## src/sv/dah_pkg.sv

```systemverilog
package dah_pkg;

  localparam int unsigned CAPACITY_DEF  = 1024;
  localparam int unsigned MAX_ARITY_DEF = 8;

  localparam int unsigned ActW  = 3;
  localparam int unsigned PosW  = 10;
  localparam int unsigned WW    = 32;
  localparam int unsigned CntW  = 11;
  localparam int unsigned StW   = 2;
  localparam int unsigned ArW   = 4;

  typedef enum logic [2:0] {
    ACT_LOAD    = 3'd0,
    ACT_BUILD   = 3'd1,
    ACT_DEC     = 3'd2,
    ACT_DELMIN  = 3'd3,
    ACT_DELPOS  = 3'd4,
    ACT_CLEAR   = 3'd5
  } action_e;

  typedef enum logic [1:0] {
    ST_OK    = 2'd0,
    ST_EMPTY = 2'd1,
    ST_BADPOS = 2'd2,
    ST_FULL  = 2'd3
  } status_e;

  typedef enum logic [4:0] {
    S_IDLE,
    S_DISPATCH,
    S_DEC_RD,
    S_DEC_WR,
    S_UP_RD_CUR,
    S_UP_RD_PAR,
    S_UP_CMP,
    S_UP_SWAP,
    S_DN_START,
    S_DN_RD_CUR,
    S_DN_RD_CH,
    S_DN_SCAN,
    S_DN_SWAP,
    S_RM_RD_ROOT,
    S_RM_RD_LAST,
    S_RM_WR,
    S_BUILD_NEXT,
    S_ROOT_RD,
    S_ROOT_WAIT,
    S_OUT
  } state_e;

  // Controller commands and datapath status
  typedef struct packed {
    logic latch_in;      // capture request fields
    logic rd_cur;        // read mem at cur
    logic rd_par;        // read mem at parent
    logic rd_ch;         // read mem at child index
    logic rd_root;       // read mem at 0
    logic rd_last;       // read mem at size-1
    logic cap_cur;       // capture read data as cur weight
    logic cap_oth;       // capture read data as other weight
    logic cap_best;      // capture read data as best (first child)
    logic scan_cmp;      // compare read data with best
    logic ch_inc;        // advance child index
    logic dn_init;       // set first/last child from cur
    logic wr_dec;        // write saturated value at cur
    logic swap_a;        // write oth weight at cur
    logic swap_b;        // write cur weight at partner
    logic move_up;       // cur <= parent
    logic move_dn;       // cur <= best
    logic set_cur_pos;   // cur <= position
    logic set_cur_zero;  // cur <= 0
    logic set_cur_bld;   // cur <= build index
    logic bld_init;      // build index <= size
    logic bld_dec;       // build index--
    logic append;        // write weight_in, size++
    logic clear;         // size <= 0
    logic rm_wr;         // write last at root, size--
    logic cap_removed;   // removed <= cur weight
    logic cap_root;      // root output <= read data
    logic set_status;
    status_e status;
  } cmd_t;

  typedef struct packed {
    action_e action;
    logic    empty;
    logic    full;
    logic    badpos;
    logic    dec_up;       // delta > 0
    logic    cur_zero;
    logic    up_less;      // cur < parent
    logic    has_child;    // first child < size
    logic    ch_more;      // another child to scan
    logic    dn_swap;      // cur > best
    logic    bld_zero;
  } sts_t;

endpackage

```

## src/sv/dah_ctrl.sv

```systemverilog
module dah_ctrl
  import dah_pkg::*;
(
  input  logic clk_i,
  input  logic rst_ni,
  input  logic in_valid_i,
  output logic in_stall_o,
  output logic out_valid_o,
  input  logic out_stall_i,
  input  sts_t sts_i,
  output cmd_t cmd_o
);

  state_e state_q, state_d;
  logic   bld_q, bld_d;   // sift-down runs inside build
  logic   del_q, del_d;   // sift-up runs for delete at position

  always_ff @(posedge clk_i or negedge rst_ni) begin
    if (!rst_ni) begin
      state_q <= S_IDLE; bld_q <= 1'b0; del_q <= 1'b0;
    end else begin
      state_q <= state_d; bld_q <= bld_d; del_q <= del_d;
    end
  end

  always_comb begin
    state_d = state_q;
    bld_d = bld_q;
    del_d = del_q;
    cmd_o = '0;
    cmd_o.status = ST_OK;
    in_stall_o = 1'b1;
    out_valid_o = 1'b0;
    case (state_q)
      S_IDLE: begin
        in_stall_o = 1'b0;
        if (in_valid_i) begin
          cmd_o.latch_in = 1'b1;
          state_d = S_DISPATCH;
        end
      end
      S_DISPATCH: begin
        bld_d = 1'b0; del_d = 1'b0;
        state_d = S_ROOT_RD;
        case (sts_i.action)
          ACT_LOAD: begin
            if (sts_i.full) begin
              cmd_o.set_status = 1'b1; cmd_o.status = ST_FULL;
            end else cmd_o.append = 1'b1;
          end
          ACT_BUILD: begin
            cmd_o.bld_init = 1'b1; bld_d = 1'b1;
            state_d = S_BUILD_NEXT;
          end
          ACT_DEC, ACT_DELPOS: begin
            if (sts_i.empty) begin
              cmd_o.set_status = 1'b1; cmd_o.status = ST_EMPTY;
            end else if (sts_i.badpos) begin
              cmd_o.set_status = 1'b1; cmd_o.status = ST_BADPOS;
            end else begin
              cmd_o.set_cur_pos = 1'b1;
              del_d = (sts_i.action == ACT_DELPOS);
              state_d = S_DEC_RD;
            end
          end
          ACT_DELMIN: begin
            if (sts_i.empty) begin
              cmd_o.set_status = 1'b1; cmd_o.status = ST_EMPTY;
            end else state_d = S_RM_RD_ROOT;
          end
          ACT_CLEAR: cmd_o.clear = 1'b1;
          default: ;
        endcase
      end
      S_DEC_RD: begin
        cmd_o.rd_cur = 1'b1;
        state_d = S_DEC_WR;
      end
      S_DEC_WR: begin
        if (del_q) begin
          cmd_o.cap_cur = 1'b1;
          state_d = S_UP_RD_CUR;
        end else begin
          cmd_o.wr_dec = 1'b1;
          state_d = sts_i.dec_up ? S_UP_RD_CUR : S_DN_START;
        end
      end
      S_UP_RD_CUR: begin
        if (sts_i.cur_zero) begin
          state_d = del_q ? S_RM_RD_ROOT : S_ROOT_RD;
          if (del_q) cmd_o.cap_removed = 1'b1;
        end else begin
          cmd_o.rd_cur = 1'b1;   // computes parent
          state_d = S_UP_RD_PAR;
        end
      end
      S_UP_RD_PAR: begin
        cmd_o.rd_par = 1'b1;
        state_d = S_UP_CMP;
      end
      S_UP_CMP: begin
        cmd_o.cap_oth = 1'b1;
        if (del_q || sts_i.up_less) state_d = S_UP_SWAP;
        else state_d = S_ROOT_RD;
      end
      S_UP_SWAP: begin
        cmd_o.swap_a = 1'b1; cmd_o.swap_b = 1'b1; cmd_o.move_up = 1'b1;
        state_d = S_UP_RD_CUR;
      end
      S_DN_START: begin
        if (sts_i.has_child) begin
          cmd_o.dn_init = 1'b1; cmd_o.rd_cur = 1'b1;
          state_d = S_DN_RD_CUR;
        end else state_d = bld_q ? S_BUILD_NEXT : S_ROOT_RD;
      end
      S_DN_RD_CUR: begin
        cmd_o.cap_cur = 1'b1; cmd_o.rd_ch = 1'b1; cmd_o.ch_inc = 1'b1;
        state_d = S_DN_RD_CH;
      end
      S_DN_RD_CH: begin
        cmd_o.cap_best = 1'b1;
        if (sts_i.ch_more) begin
          cmd_o.rd_ch = 1'b1; cmd_o.ch_inc = 1'b1;
          state_d = S_DN_SCAN;
        end else state_d = S_DN_SWAP;
      end
      S_DN_SCAN: begin
        cmd_o.scan_cmp = 1'b1;
        if (sts_i.ch_more) begin
          cmd_o.rd_ch = 1'b1; cmd_o.ch_inc = 1'b1;
        end else state_d = S_DN_SWAP;
      end
      S_DN_SWAP: begin
        if (sts_i.dn_swap) begin
          cmd_o.swap_a = 1'b1; cmd_o.swap_b = 1'b1; cmd_o.move_dn = 1'b1;
          state_d = S_DN_START;
        end else state_d = bld_q ? S_BUILD_NEXT : S_ROOT_RD;
      end
      S_RM_RD_ROOT: begin
        cmd_o.rd_root = 1'b1;
        state_d = S_RM_RD_LAST;
      end
      S_RM_RD_LAST: begin
        if (!del_q) cmd_o.cap_cur = 1'b1;
        cmd_o.rd_last = 1'b1;
        state_d = S_RM_WR;
      end
      S_RM_WR: begin
        if (!del_q) cmd_o.cap_removed = 1'b1;
        cmd_o.rm_wr = 1'b1; cmd_o.set_cur_zero = 1'b1;
        state_d = S_DN_START;
      end
      S_BUILD_NEXT: begin
        if (sts_i.bld_zero) state_d = S_ROOT_RD;
        else begin
          // step the build index down and sift from it
          cmd_o.bld_dec = 1'b1; cmd_o.set_cur_bld = 1'b1;
          state_d = S_DN_START;
        end
      end
      S_ROOT_RD: begin
        cmd_o.rd_root = 1'b1;
        state_d = S_ROOT_WAIT;
      end
      S_ROOT_WAIT: begin
        cmd_o.cap_root = 1'b1;
        state_d = S_OUT;
      end
      S_OUT: begin
        out_valid_o = 1'b1;
        if (!out_stall_i) state_d = S_IDLE;
      end
      default: state_d = S_IDLE;
    endcase
  end

endmodule

```

## config.mk

```make
export PLATFORM = sky130hd
export DESIGN_NAME = dah_ctrl
export DESIGN_NICKNAME = d
export VERILOG_FILES = /design/src/sv/dah_pkg.sv /design/src/sv/dah_ctrl.sv
export SDC_FILE = /design/constraint.sdc
export NUM_CORES = 1
export LEC_CHECK = 0
export BUFFER_PORTS_ARGS = -buffer_cell sky130_fd_sc_hd__buf_2
export CORE_MARGIN = 4
export CORE_UTILIZATION = 50
export CTS_BUF_LIST = sky130_fd_sc_hd__clkbuf_16
export DETAILED_ROUTE_END_ITERATION = 8
export PLACE_DENSITY = 0.95
export SETUP_SLACK_MARGIN = 0.3
export SYNTH_ARGS = -nofsm -noshare
export SYNTH_HDL_FRONTEND = slang
export SYNTH_SLANG_ARGS = --single-unit
export TNS_END_PERCENT = 1
```

## constraint.sdc

```tcl
create_clock -name clk_i -period 2.5 [get_ports clk_i]
set_input_delay 0.25 -clock clk_i [delete_from_list [all_inputs] [get_ports clk_i]]
set_output_delay 0.25 -clock clk_i [all_outputs]
set_load 0.05 [all_outputs]
```

==> key figures <==
Logic synthesis
  • Syn_nets: 180
  • Synth top cells by count: 26 x nor2_1, 21 x nand2_1, 9 x a21oi_1
  • Post-synth top area cell: dfrtp_1
  • Sequential share of the synthesized area: 0.1643
  • Ys async rst share: 1.000
  • Post-synth EDFFs: 0
  • Yosys warnings: 0
  • Synth top area cells: dfrtp_1 16%, nor2_1 9.2%, nand2_1 7.4%
  • Synth Instances: 163
  • Post-Syn Area: 1066 um2
  • Dominant synthesized flop cell: dfrtp_1
  • Register bit total from synthesis: 7
  • Distinct cells, synth: 50
  • Yosys top cell area share: 0.1643
  • Mapped Avg Cell Area: 6.540 um2
  • Top-count cell post-synth: nor2_1

Final layout
  • Design area: 1383 um2
  • Layout cells sized above 1: 0.3350
  • Final Util: 0.6906
  • ANT cells: 0
  • Filler cells: 183
  • Area Growth Syn to Fin: 29.70%
  • Non-Filler Instances: 230
  • Layout Nets: 221

Global route
  • Largest net degree at the start of global routing: 17
  • Number of global-route vias before repair: 1,229
  • Antenna violations before repair: 0
  • Total gr overflow: 0
  • Global-route wire length before repair: 5395 um
  • Gr usage total: 0.2483

Worst setup path
  • Crit. Startpoint: state_q[4]
  • Worst path buffer plus inverter count: 2
  • CP max-delay cell: dfrtp_1
  • Number of stages on the worst setup path: 5
  • Reg2reg start: state_q[4]
  • Crit-path cells: buf_4 -> nor2b_2 -> nand2_1 -> o32ai_1 -> buf_4
  • Top Family by Delay on Critical Path: buffers and inverters
  • Crit. End Element: output pin
  • Reg2Reg Setup Slack: 0.77 ns
  • Delay of the slowest critical-path stage: 0.47 ns
  • CP endpoint: cmd_o[4]
  • Data arrival, critical path: 1.85 ns
  • Reg2Reg Depth: 6
  • CP Class: reg2out
  • CP max FO: 11
  • Worst Setup Start Kind: flop
  • Critical Path RT: 2.25 ns
  • Most used cell, CP: buf_4
  • Worst R2R End: state_q[0]

Die
  • Core Area: 2002 um2
  • Die Wd: 54.18 um
  • I/O pin count: 49
  • Die ar.: 2935 um2
  • Initial Util: 0.5325
  • Height of the die: 54.18 um
  • Rows: 16

Route
  • Drt drc: 0
  • Routed len/inst: 15.07 um
  • Post-route ant nets: 0
  • Initial DRC Count: 72
  • Via density: 6.017
  • Via count: 1,384
  • WL final: 3465 um
  • Drt first pass iters: 4

Pwr
  • Pwr dens: 1181 nW/um2
  • Net Sw Frac: 0.5717
  • Max rail drop VDD: 0.9850 mV
  • Comb power frac: 0.678
  • LEAKAGE: 0.6619 nW
  • Pwr Total: 1.632 mW
  • Clock Power Share: 0.161
  • Psw: 0.9332 mW
  • Int Power: 0.6992 mW
  • Seq pwr share: 0.161

Placement
  • Placed Area: 1277 um2
  • Port bufs: 48
  • RePlAce Congestion: 1.010
  • Placed insts: 225
  • Pre-CTS setup slack: 0.4967 ns
  • Final HPWL DP: 2692 um

Worst hold path
  • Hold Crit Depth: 2
  • Hold WC Path Type: in2reg

CTS
  • Post-CTS setup buffer count: 0
  • CTS tree: done
  • Max Root-Sink Buffers: 2
  • H-tree levels: 1
  • Clock Latency Late Sink: 0.23 ns
  • Clock-pin slew on the worst setup and hold paths: 0.03 ns
  • CTS buffer count: 3
  • Clock root cell: clkbuf_16
  • Clk sinks: 7

Flow run
  • Maxcap violations: 0

Timing
  • Post-layout min period: 2.104 ns
  • Final setup vio count: 0
  • Slew Viols, Final: 0
  • Setup TNS after final layout: 0 ns
  • RSZ-0062 raised after global routing: yes
  • F_max: 475.3 MHz
  • Final Cycle Share: 0.8416
  • Setup Skew: 0.001290 ns
  • Final Hold Viols: 0
  • Slew margin rel.: 0.6735
  • Hold Slack: 0.3025 ns
  • Setup WS post-layout: 0.3959 ns
  • Worst-margin pin slew: 0.4853 ns

Status
  • Outcome: completed
[layout make-up]
| class | count | area (um2) | area share |
|---|---|---|---|
| multi-input combinational | 134 | 794.5 | 0.5747 |
| timing repair buffer | 52 | 275.3 | 0.1991 |
| sequential | 7 | 177.7 | 0.1285 |
| clock buffer | 3 | 75.07 | 0.05430 |
| tap | 27 | 33.78 | 0.02443 |
| inverter | 6 | 22.52 | 0.01629 |
| clock inverter | 1 | 3.754 | 0.002715 |
[worst reg2reg max path, delay by kind of cell (launching register included)]
family / cells / cell delay, ns
compound gates: 3 / 0.59
flops: 1 / 0.47
simple gates: 2 / 0.37
buf+inv: 1 / 0.23
[flip-flops by register name (all words and copies together), names as in the netlist]
name / flops
state_q: 5
del_q: 1
bld_q: 1
[repair_timing]
| item | 4_1_cts | 5_1_grt |
|---|---|---|
| cloned | 0 | 0 |
| pin swaps | 0 | 1 |
| endpoints found under the hold margin | 7 | 0 |
| setup endpoints to repair | 4 | 12 |
| hold buffers | 1 | 0 |
| gates resized for setup | 1 | 5 |
[power groups by stage]
stage                     sequential, mW  clock [mW]  combinational [mW]
final                              0.263       0.262                1.11
after global placement             0.249           0                1.07
after floorplan                    0.190           0               0.911
after detailed placement           0.250           0                1.07
after global routing               0.267       0.275                1.19
after CTS                          0.249       0.266                1.08
[how the worst min path moves through the flow]
stage          slack [ns]      from          to
2_1_floorplan       -0.05    rst_ni       bld_q
3_3_place_gp         0.08    rst_ni  state_q[4]
3_5_place_dp         0.09    rst_ni       bld_q
4_1_cts              0.30  sts_i[7]       del_q
5_1_grt              0.32  sts_i[7]       del_q
6_report             0.30  sts_i[7]       del_q
[cell usage in the layout, fill, tap and decap left out, types with 3 or more instances in the layout]
cell        n
a21oi_1     9
nand3_1     4
dfrtp_1     5
clkbuf_16   3
inv_1       5
buf_2      47
nor4_1      3
nand2_1    21
o32a_1      3
o21ai_0     7
nor3_1      5
buf_4       4
nor2b_1     7
o21ai_1     3
nor2_1     26
o211ai_1    4
[per-layer routing]
layer	vias up	routed length, um	track usage	share of wire
li1	675	-	-	-
met2	85	1688	0.4203	0.49
met3	6	399	0.02493	0.12
met5	-	0	0	0
met1	618	1332	0.3179	0.38
met4	0	45	0.09959	0.013
[cell families (layout without fill, tap and decap cells)]
group,after synthesis,in the layout,synth area share
compound gates,47,47,0.3063
xor+xnor,2,2,0.01643
buf+inv,22,62,0.1068
flops,7,7,0.1643
mux,2,2,0.01878
simple gates,83,83,0.3873
(Power assumes the default switching activity.)
